--- config.mk ---
export PLATFORM = sky130hd
export DESIGN_NAME = arx_ram
export DESIGN_NICKNAME = d
export VERILOG_FILES = /design/src/rtl/core/arx_ram.sv
export SDC_FILE = /design/constraint.sdc
export NUM_CORES = 1
export LEC_CHECK = 0
export ABC_AREA = 1
export ABC_CLOCK_PERIOD_IN_PS = 1500
export CAP_MARGIN = 40
export CORE_UTILIZATION = 45
export DETAILED_ROUTE_END_ITERATION = 6
export DONT_BUFFER_PORTS = 1
export PLACE_DENSITY_LB_ADDON = 0.05
export SLEW_MARGIN = 20
export SYNTH_ARGS = -nofsm -noshare
export SYNTH_HDL_FRONTEND = slang
export SYNTH_SLANG_ARGS = --single-unit
--- constraint.sdc ---
create_clock -name clk_i -period 1.5 [get_ports clk_i]
set_clock_uncertainty 0.05 [all_clocks]
set_input_delay 0 -clock clk_i [delete_from_list [all_inputs] [get_ports clk_i]]
set_output_delay 0 -clock clk_i [all_outputs]
set_load 0.05 [all_outputs]
--- src/rtl/core/arx_ram.sv ---
`timescale 1ns / 1ps

module arx_ram #(
  parameter int unsigned WIDTH = 16,
  parameter int unsigned DEPTH = 16
) (
  input  logic                                          clk_i,
  input  logic                                          we_i,
  input  logic [((DEPTH > 1) ? $clog2(DEPTH) : 1)-1:0] waddr_i,
  input  logic [WIDTH-1:0]                              wdata_i,
  input  logic                                          re_i,
  input  logic [((DEPTH > 1) ? $clog2(DEPTH) : 1)-1:0] raddr_i,
  output logic [WIDTH-1:0]                              rdata_o
);

  logic [WIDTH-1:0] mem_q [DEPTH];
  logic [WIDTH-1:0] rdata_q;

  // read-first: a read of the entry being written returns the old data
  always_ff @(posedge clk_i) begin
    if (we_i) begin
      mem_q[waddr_i] <= wdata_i;
    end
    if (re_i) begin
      rdata_q <= mem_q[raddr_i];
    end
  end

  assign rdata_o = rdata_q;

endmodule

==> results of run 1 <==
==> area by class of cell <==
class                      count  area (µm²)
clock inverter                16        77.6
sequential                   272        8170
fill                        2200       11900
antenna                        1        2.50
multi-input combinational    553        2360
inverter                     198         746
timing repair buffer          72         746
clock buffer                  36         795
tap                          330         413
==> cell usage in the layout, fill, tap and decap left out, drive strengths merged <==
master / instances
dlygate4sd3: 23
clkbuf: 36
nor2: 17
nand3: 193
buf: 49
clkinv: 14
edfxtp: 272
inv: 199
diode: 1
nand2: 341
nand3b: 2
clkinvlp: 1
==> cell families (layout without fill, tap and decap cells) <==
logic type    count (synthesis)  after routing  synth area share
buf+inv                     249            322            0.0909
flops                       272            272             0.708
other cells                   0              1                 0
simple gates                553            553             0.201
==> per-layer routing <==
metal / global-route usage / vias to the layer above
li1: - / 3587
met1: 0.339 / 3493
met5: 0 / -
met4: 0.0536 / 0
met3: 0.0375 / 41
met2: 0.331 / 197
==> sequential cells by signal (all words and copies together), names as in the netlist <==
| register | cells |
|---|---|
| mem_q | 256 |
| rdata_o | 16 |
==> final timing paths <==
path,from,cells past startpoint,endpoint
min,raddr_i[0],5,rdata_o[4]
min reg2reg,mem_q[6][11],6,rdata_o[11]
max reg2reg,mem_q[0][6],6,rdata_o[6]
max,rdata_o[14],0,rdata_o[14]
==> power by group through the flow <==
stage	clock network (W)	registers [W]	logic (W)
floorplan	0	0.00889	0.000574
global placement	0	0.00891	0.000691
detailed placement	0	0.00892	0.000695
CTS	0.00675	0.00876	0.000944
global route	0.00701	0.00877	0.00105
finish	0.00659	0.00875	0.000937
==> through the flow <==
step | utilization | hold slack, ns | total power [W] | worst slack (ns) | area, µm²
2_1_floorplan | - | 0.0489 | 0.00947 | 0.150 | 11500
3_3_place_gp | 0.481 | 0.0496 | 0.00961 | 0.233 | 12100
3_5_place_dp | 0.481 | 0.0495 | 0.00961 | 0.250 | 12100
4_1_cts | 0.527 | -0.181 | 0.0164 | 0.148 | 13300
5_1_grt | 0.529 | -0.136 | 0.0168 | 0.147 | 13300
6_report | 0.529 | -0.176 | 0.0163 | 0.173 | 13300
==> run summary, run 1 <==
Sequential-to-total area share from yosys stat - 0.708
Pwr/cell area - 1220 nW/µm²
DP HPWL - 16.0 mm
First-pass DRT Iterations - 5
Synth Register Bits - 272
DR WL met2 - 12.4 mm
Flop-to-flop setup slack - 0.37 ns
Total number of vias - 7318
CP Max Fanout - 1
DIE WIDTH - 162 µm
Routed vias/inst - 4.95
Placed Cells - 1397
Clk sinks - 272
Worst-margin pin slew - 0.609 ns
Slew Limit Headroom - 0.593
Synth top area share - 0.708
Status - finished, violations left
Clock share of power - 0.405
Initial Util - 0.458
Startpoint Class - flop
# port buffers - 0
Post-CTS Setup Inserts - 0
First-pass GRT wire length - 42.8 mm
Part of the power in registers - 0.538
Worst-case vdd ir drop - 904 µV
Drt wl/cell - 19.1 µm
Top Layer Used - met4
Worst-case clock buffer depth - 3
Met3 Wirelength - 1.78 mm
Final slew viol count - 0
RSZ-0062 raised after global routing - no
CTS Root Cell - clkbuf_16
Initial antenna violation count - 1
Fin. Hold Viols - 16
H-Tree Depth - 1
Int Power - 0.0126 W
Leak - 5.62 nW
Worst EP required - 1.45 ns
Vias in the first global route - 7000
Post-synth top cells - nand2_1, edfxtp_1, inv_1
CP endpoint kind - output pin
Hold crit path type - primary input to flop
Global placer's final weighted congestion - 0.754
WL met1 - 13.5 mm
Row count - 58
Crit path arrival time - 1.28 ns
Final wirelength - 28.3 mm
Fin cells - 1478
DRT antenna net count - 0
Clock transition at path regs - 0.06 ns
CORE AREA - 25200 µm²
Sw Share - 0.225
Post-Syn Area - 11500 µm²
Final setup viols - 0
Max Cap Viol - 0
Ports - 43
Worst hold margin - -0.176 ns
FFs w/ async S/R, synth - 0
Library cells used by synthesis - 12
Syn. warnings - 0
Average footprint of a synthesized cell - 10.7 µm²
Synth Instances - 1074
Max Freq - 0.753 GHz
Post-CTS sizing - 0
Final TNS setup - 0 ns
Sw power - 0.00367 W
CTS tree - built
Tmin final - 1.33 ns
Most common cell in the netlist - nand2_1
Synth area leader - edfxtp_1
Final period util - 0.885
Syn nets - 1101
Insertion delay to the later sink of the worst-skew pair - 0.55 ns
Hold-fix buffers, CTS - 26
Synth top area cells - edfxtp_1, nand2_1, nand3_1
Gr ovfl total - 0
Violated checks - negative hold slack
GRT Resource Usage Total - 0.223
Combinational share of power - 0.058
Largest net degree at the start of global routing - 130
Class of the most critical setup path - flop to output pin
Die H - 162 µm
Area delta synth->final - 15.3%
Die Footprint - 26300 µm²
Cts bufs inserted - 30
Post-synth EDFFs - 272
Ys flop type - edfxtp_1
Layout Nets - 1154
DRC - 0
Share of cells above drive strength 1 - 0.0915
Starting DRC count in detailed routing - 598
Note: power is estimated with default switching activity, not from simulation.
==> run 2: changes to the inputs <==
--- a/config.mk
+++ b/config.mk
@@ -8,7 +8,7 @@
 export ABC_AREA = 1
 export ABC_CLOCK_PERIOD_IN_PS = 1500
 export CAP_MARGIN = 40
-export CORE_UTILIZATION = 45
+export CORE_UTILIZATION = 55
 export DETAILED_ROUTE_END_ITERATION = 6
 export DONT_BUFFER_PORTS = 1
 export PLACE_DENSITY_LB_ADDON = 0.05
==> run summary, run 2 (synthesis gave the netlist of run 1 again) <==
# port buffers - 0 (unchanged)
Final setup viols - 0 (unchanged)
DIE WIDTH - 147 µm (-9.4%)
Tmin final - 1.31 ns (-0.0142 ns)
Clock transition at path regs - 0.06 ns (about the same)
Max Cap Viol - 0 (unchanged)
Worst reg2reg endpoint - rdata_o[14]
Largest net degree at the start of global routing - 130 (unchanged)
Worst-case clock buffer depth - 3 (unchanged)
Violated checks - negative hold slack
Max Freq - 0.762 GHz (+1.1%)
Leak - 5.62 nW (about the same)
Class of the most critical setup path - flop to output pin
RSZ-0062 raised after global routing - no
Pwr/cell area - 1270 nW/µm² (+3.7%)
CP Depth - 0 (unchanged)
Clk sinks - 272 (unchanged)
GRT Resource Usage Total - 0.265 (+0.0424)
Sw power - 0.00357 W (-2.7%)
CP endpoint kind - output pin
Final period util - 0.875 (-0.00946)
Worst EP required - 1.45 ns (about the same)
Final TNS setup - 0 ns (unchanged)
Die H - 147 µm (-9.4%)
Total number of vias - 7388 (+0.96%)
Vias in the first global route - 7131 (+1.9%)
CTS tree - built
Ports - 43 (unchanged)
Worst-margin pin slew - 0.645 ns (+0.0361 ns)
Worst r2r path cells - 6 (unchanged)
Commonest cells after routing, fill and taps aside - nand2_1, edfxtp_1, inv_1
Fin. Hold Viols - 16 (unchanged)
Largest register FFs - 256 (unchanged)
Initial antenna violation count - 2 (+1)
First-pass DRT Iterations - 5 (unchanged)
Final slew viol count - 0 (unchanged)
RR Startpoint - mem_q[2][14]
DRT antenna net count - 0 (unchanged)
Die Footprint - 21600 µm² (-18%)
First-pass GRT wire length - 42.1 mm (-1.7%)
Gr ovfl total - 0 (unchanged)
Sw Share - 0.212 (-0.0132)
Area delta synth->final - 15.0%
Status - finished, violations left
Row count - 52 (-10%)
Int Power - 0.0133 W (+5.1%)
Most common cell after layout, fill and taps aside - nand2_1
Part of the power in registers - 0.520 (-0.018)
Min-delay src - raddr_i[0]
CORE AREA - 20400 µm² (-19%)
Clock share of power - 0.425 (+0.020)
Largest Register - mem_q
Share of cells above drive strength 1 - 0.0876 (-0.00390)
Post-Place Cell Area - 12000 µm² (-0.94%)
Drt wl/cell - 19.6 µm (+2.2%)
DP HPWL - 15.4 mm (-3.8%)
Final wirelength - 27.7 mm (-2.2%)
Crit path arrival time - 1.26 ns (-0.02 ns)
H-Tree Depth - 1 (unchanged)
Initial Util - 0.565 (+0.107)
Insertion delay to the later sink of the worst-skew pair - 0.53 ns (-0.02 ns)
Hold crit path type - primary input to flop
Starting DRC count in detailed routing - 499 (-17%)
Post-CTS sizing - 0 (unchanged)
Hold EP - rdata_o[1]
Worst-case vdd ir drop - 1120 µV (+24%)
Final core occ - 0.650 (+0.121)
Cts bufs inserted - 28 (-6.7%)
DRC - 0 (unchanged)
Hold path depth - 5 (unchanged)
Global placer's final weighted congestion - 0.798 (+5.8%)
Flop-to-flop setup slack - 0.36 ns (about the same)
Layout Nets - 1146 (-0.69%)
CP Max Fanout - 1 (unchanged)
CTS Root Cell - clkbuf_16
Cell area after layout - 13300 µm² (-0.31%)
Routed vias/inst - 5.22 (+5.5%)
Startpoint Class - flop
Combinational share of power - 0.055 (-0.003)
Slew Limit Headroom - 0.569 (-0.0241)
Worst hold margin - -0.144 ns (+0.0323 ns)
[run 2: cell types whose count changed in the layout (fill, tap and decap cells not counted), moves of 2 or more]
cell,change
buf_4,-5
clkbuf_1,+3
diode_2,+2
bufinv_16,+5
clkbuf_16,-2
clkinv_1,-4
buf_8,-2
[run 2: worst max path at each step]
stage                      startpoint      endpoint  slack (ns)
after detailed placement   raddr_i[0]    rdata_o[4]        0.30
final                     rdata_o[14]   rdata_o[14]        0.19
after global routing      rdata_o[14]   rdata_o[14]        0.17
after CTS                 rdata_o[14]   rdata_o[14]        0.16
after floorplan            waddr_i[2]  mem_q[10][0]        0.15
after global placement     raddr_i[0]    rdata_o[4]        0.32
[run 2: what timing repair did]
action	in CTS	in global routing
hold buffers	23	4
setup buffers	0	0
endpoints found under the hold margin	325	16
[run 2: area by class of cell]
type	count	area [µm²]
Timing Repair Buffer	66	698
Multi-Input combinational cell	553	2360
Clock buffer	37	756
Tap cell	270	338
Fill cell	1609	7160
Clock inverter	15	194
Antenna cell	3	7.51
Inverter	198	744
Sequential cell	272	8170
[run 2: power groups by stage]
stage | clock network [W] | registers, W | logic, W
after global routing | 0.00754 | 0.00876 | 0.00103
after floorplan | 0 | 0.00889 | 0.000574
final | 0.00714 | 0.00875 | 0.000930
after detailed placement | 0 | 0.00892 | 0.000680
after global placement | 0 | 0.00891 | 0.000674
after CTS | 0.00724 | 0.00875 | 0.000849
[run 2: stage by stage]
step | worst slack, ns | cells | power, W | hold slack (ns)
after global routing | 0.174 | 1412 | 0.0173 | -0.121
after detailed placement | 0.305 | 1332 | 0.00960 | 0.0494
after global placement | 0.321 | 1332 | 0.00959 | 0.0496
final | 0.187 | 1414 | 0.0168 | -0.144
after CTS | 0.165 | 1407 | 0.0168 | -0.378
after floorplan | 0.150 | 1074 | 0.00947 | 0.0489
[run 2: worst register-to-register path: stages, from the launching register on]
cell and delay (ns):
edfxtp_1 0.37, inv_1 0.06, nand2_1 0.05, nand3_1 0.07, nand3_1 0.12, nand3_1 0.12
nand2_1 0.05
[run 2: per-layer routing]
metal / GRT usage / wire length (µm) / up-vias
met5: 0 / 10 / -
met4: 0.103 / 798 / 2
met3: 0.0481 / 2150 / 56
met2: 0.413 / 12800 / 264
met1: 0.373 / 11900 / 3488
li1: - / - / 3578
==> run 3: changes to the inputs <==
--- a/config.mk
+++ b/config.mk
@@ -5,9 +5,9 @@
 export SDC_FILE = /design/constraint.sdc
 export NUM_CORES = 1
 export LEC_CHECK = 0
-export ABC_AREA = 1
-export ABC_CLOCK_PERIOD_IN_PS = 1500
+export ABC_CLOCK_PERIOD_IN_PS = 1300
 export CAP_MARGIN = 40
+export CORE_ASPECT_RATIO = 0.75
 export CORE_UTILIZATION = 55
 export DETAILED_ROUTE_END_ITERATION = 6
 export DONT_BUFFER_PORTS = 1
==> constraint.sdc (replaced) <==
create_clock -name clk_i -period 1.3 [get_ports clk_i]
set_clock_uncertainty 0.05 [all_clocks]
set_input_delay 0 -clock clk_i [delete_from_list [all_inputs] [get_ports clk_i]]
set_output_delay 0 -clock clk_i [all_outputs]
set_load 0.05 [all_outputs]
==> run summary, run 3 <==
Status - finished, violations left
Violated checks - negative hold slack, negative setup slack
Row count - 42 (-19%)
Average footprint of a synthesized cell - 23.6 µm² (+120%)
Combinational share of power - 0.040 (-0.015)
Slew Limit Headroom - 0.616 (+0.0478)
Synth Instances - 432 (-60%)
Leak - 3.86 nW (-31%)
DIE WIDTH - 159 µm (+8.5%)
DRC - 0 (unchanged)
Syn. warnings - 0 (unchanged)
Initial Util - 0.569 (+0.00448)
Worst hold margin - -0.171 ns (-0.0276 ns)
Setup ws final - -0.179 ns (-0.366 ns)
Clk sinks - 272 (unchanged)
CP Max Fanout - 1 (unchanged)
# port buffers - 0 (unchanged)
Share of cells above drive strength 1 - 0.313 (+0.225)
Synth top area cells - edfxtp_1, mux4_2, mux4_1
H-Tree Depth - 1 (unchanged)
Global placer's final weighted congestion - 0.731 (-8.4%)
DP HPWL - 11.0 mm (-28%)
Layout Nets - 518 (-55%)
Largest register FFs - 256 (unchanged)
GRT Resource Usage Total - 0.232 (-0.0332)
DRT antenna net count - 0 (unchanged)
Gr ovfl total - 0 (unchanged)
Top Layer Used - met4
Sw Share - 0.193 (-0.0190)
Worst EP required - 1.52 ns (+0.07 ns)
Pwr/cell area - 1590 nW/µm² (+25%)
Insertion delay to the later sink of the worst-skew pair - 0.52 ns (about the same)
Post-synth top cells - edfxtp_1, mux4_2, a22oi_1
Final setup viols - 16 (+16)
Part of the power in registers - 0.528 (+0.008)
First-pass DRT Iterations - 5 (unchanged)
Final wirelength - 21.1 mm (-24%)
Clock share of power - 0.432 (+0.007)
Flop-to-flop setup slack - -0.18 ns (-0.54 ns)
Clock transition at path regs - 0.06 ns (about the same)
Die H - 120 µm (-18%)
Max Freq - 0.676 GHz
Total power draw - 0.0191 W (+14%)
Starting DRC count in detailed routing - 473 (-5.2%)
Worst-case vdd ir drop - 1270 µV (+14%)
Tmin final - 1.48 ns
Sequential-to-total area share from yosys stat - 0.800 (+0.0928)
Hold-fix buffers, CTS - 24 (+4.3%)
CORE AREA - 17900 µm² (-12%)
CTS Root Cell - clkbuf_16
Startpoint Class - flop
Final slew viol count - 0 (unchanged)
Syn nets - 459 (-58%)
Final core occ - 0.672 (+0.0223)
Most common cell after layout, fill and taps aside - edfxtp_1
Sw power - 0.00369 W (+3.3%)
Int Power - 0.0154 W (+16%)
Area delta synth->final - 18.0%
Vias in the first global route - 4858 (-32%)
WL met1 - 9.28 mm (-22%)
Max Cap Viol - 0 (unchanged)
Die Footprint - 19100 µm² (-11%)
Area of the multi-input gates - 1990 µm² (-16%)
Crit path arrival time - 1.70 ns (+0.44 ns)
Routed vias/inst - 6.25 (+20%)
Post-Syn Area - 10200 µm² (-12%)
Synth top area share - 0.800 (+0.0928)
DR WL met2 - 9.92 mm (-22%)
Initial antenna violation count - 0 (-2)
# fillers - 1149 (-29%)
FF/Latch Area - 8170 µm² (unchanged)
CP endpoint kind - flop
RR Startpoint - mem_q[10][4]
First-pass GRT wire length - 31.3 mm (-26%)
Class of the most critical setup path - flop to flop
Cts bufs inserted - 26 (-7.1%)
Total number of vias - 4709 (-36%)
Ports - 43 (unchanged)
Ys flop type - edfxtp_1
Crit path from - mem_q[10][4]
Commonest cells after routing, fill and taps aside - edfxtp_1, mux4_2, clkbuf_16
Synth Register Bits - 272 (unchanged)
Worst-margin pin slew - 0.574 ns (-0.0714 ns)
Most common cell in the netlist - edfxtp_1
Largest net degree at the start of global routing - 65 (-50%)
Drt wl/cell - 28.1 µm (+43%)
Met3 Wirelength - 1.66 mm (-22%)
Post-CTS Setup Inserts - 0 (unchanged)
Largest Register - mem_q
Synth area leader - edfxtp_1
RSZ-0062 raised after global routing - yes
Post-synth EDFFs - 272 (unchanged)
Final TNS setup - -1.89 ns (-1.89 ns)
Min-delay src - raddr_i[1]
FFs w/ async S/R, synth - 0 (unchanged)
Final period util - 1.14
Fin. Hold Viols - 16 (unchanged)
CTS tree - built
Worst-case clock buffer depth - 3 (unchanged)
Library cells used by synthesis - 18 (+6)
Hold crit path type - primary input to flop
Antenna Cells - 0 (-3)
-- run 3: changes by cell type in the layout (fill, tap and decap cells not counted), moves of 4 or more --
| cell | delta |
|---|---|
| buf_12 | +4 |
| nor2_2 | -4 |
| nand2_1 | -324 |
| clkbuf_1 | -6 |
| nand3_1 | -192 |
| inv_1 | -196 |
| mux4_2 | +64 |
| nor3_4 | +4 |
| a22oi_2 | +8 |
| a22oi_1 | +24 |
| buf_4 | -17 |
-- run 3: area by class of cell --
type / count / share of cell area
clock inverter: 19 / 0.0219
timing repair buffer: 52 / 0.0522
tap: 242 / 0.0251
clock buffer: 29 / 0.0567
sequential: 272 / 0.678
multi-input combinational: 139 / 0.166
-- run 3: per-layer routing --
metal  GRT usage  up-vias
met2       0.359      226
met3      0.0370       22
met5           0        -
met1       0.358     2493
li1            -     1968
met4      0.0421        0
-- run 3: worst paths after layout --
| path | end | cells past startpoint |
|---|---|---|
| setup / recovery | rdata_o[4] | 3 |
| hold / removal | rdata_o[3] | 3 |
| setup reg to reg | rdata_o[4] | 3 |
| hold reg to reg | rdata_o[8] | 3 |
-- run 3: stage by stage --
| stage | std cells | instance area, µm² | worst slack [ns] |
|---|---|---|---|
| floorplan | 432 | 10300 | -0.271 |
| global placement | 681 | 10800 | -0.199 |
| detailed placement | 681 | 10800 | -0.245 |
| CTS | 753 | 12000 | -0.184 |
| global route | 753 | 12000 | -0.199 |
| finish | 753 | 12000 | -0.179 |
-- run 3: critical path, cell delays in order (launching register included) --
cell and delay, ns:
edfxtp_1 0.39, mux4_2 0.48, a22oi_2 0.24, nand2_1 0.08
-- run 3: logic make-up after synthesis --
kind of cell	count (synthesis)	share of synthesized area
flops	272	0.800
buf+inv	21	0.0121
mux	64	0.145
compound gates	32	0.0235
simple gates	43	0.0189
-- run 3: timing repair --
action	in CTS	in global routing
setup endpoints to repair	16	81
gates cloned	0	0
resized for setup	5	5
hold endpoints to repair	363	19
-- run 3: power by group through the flow --
stage,Sequential [W],Clock [W],Combinational (W)
floorplan,0.0103,0,0.000515
global route,0.0101,0.00865,0.000813
finish,0.0101,0.00824,0.000761
CTS,0.0101,0.00834,0.000761
global placement,0.0103,0,0.000565
detailed placement,0.0103,0,0.000569
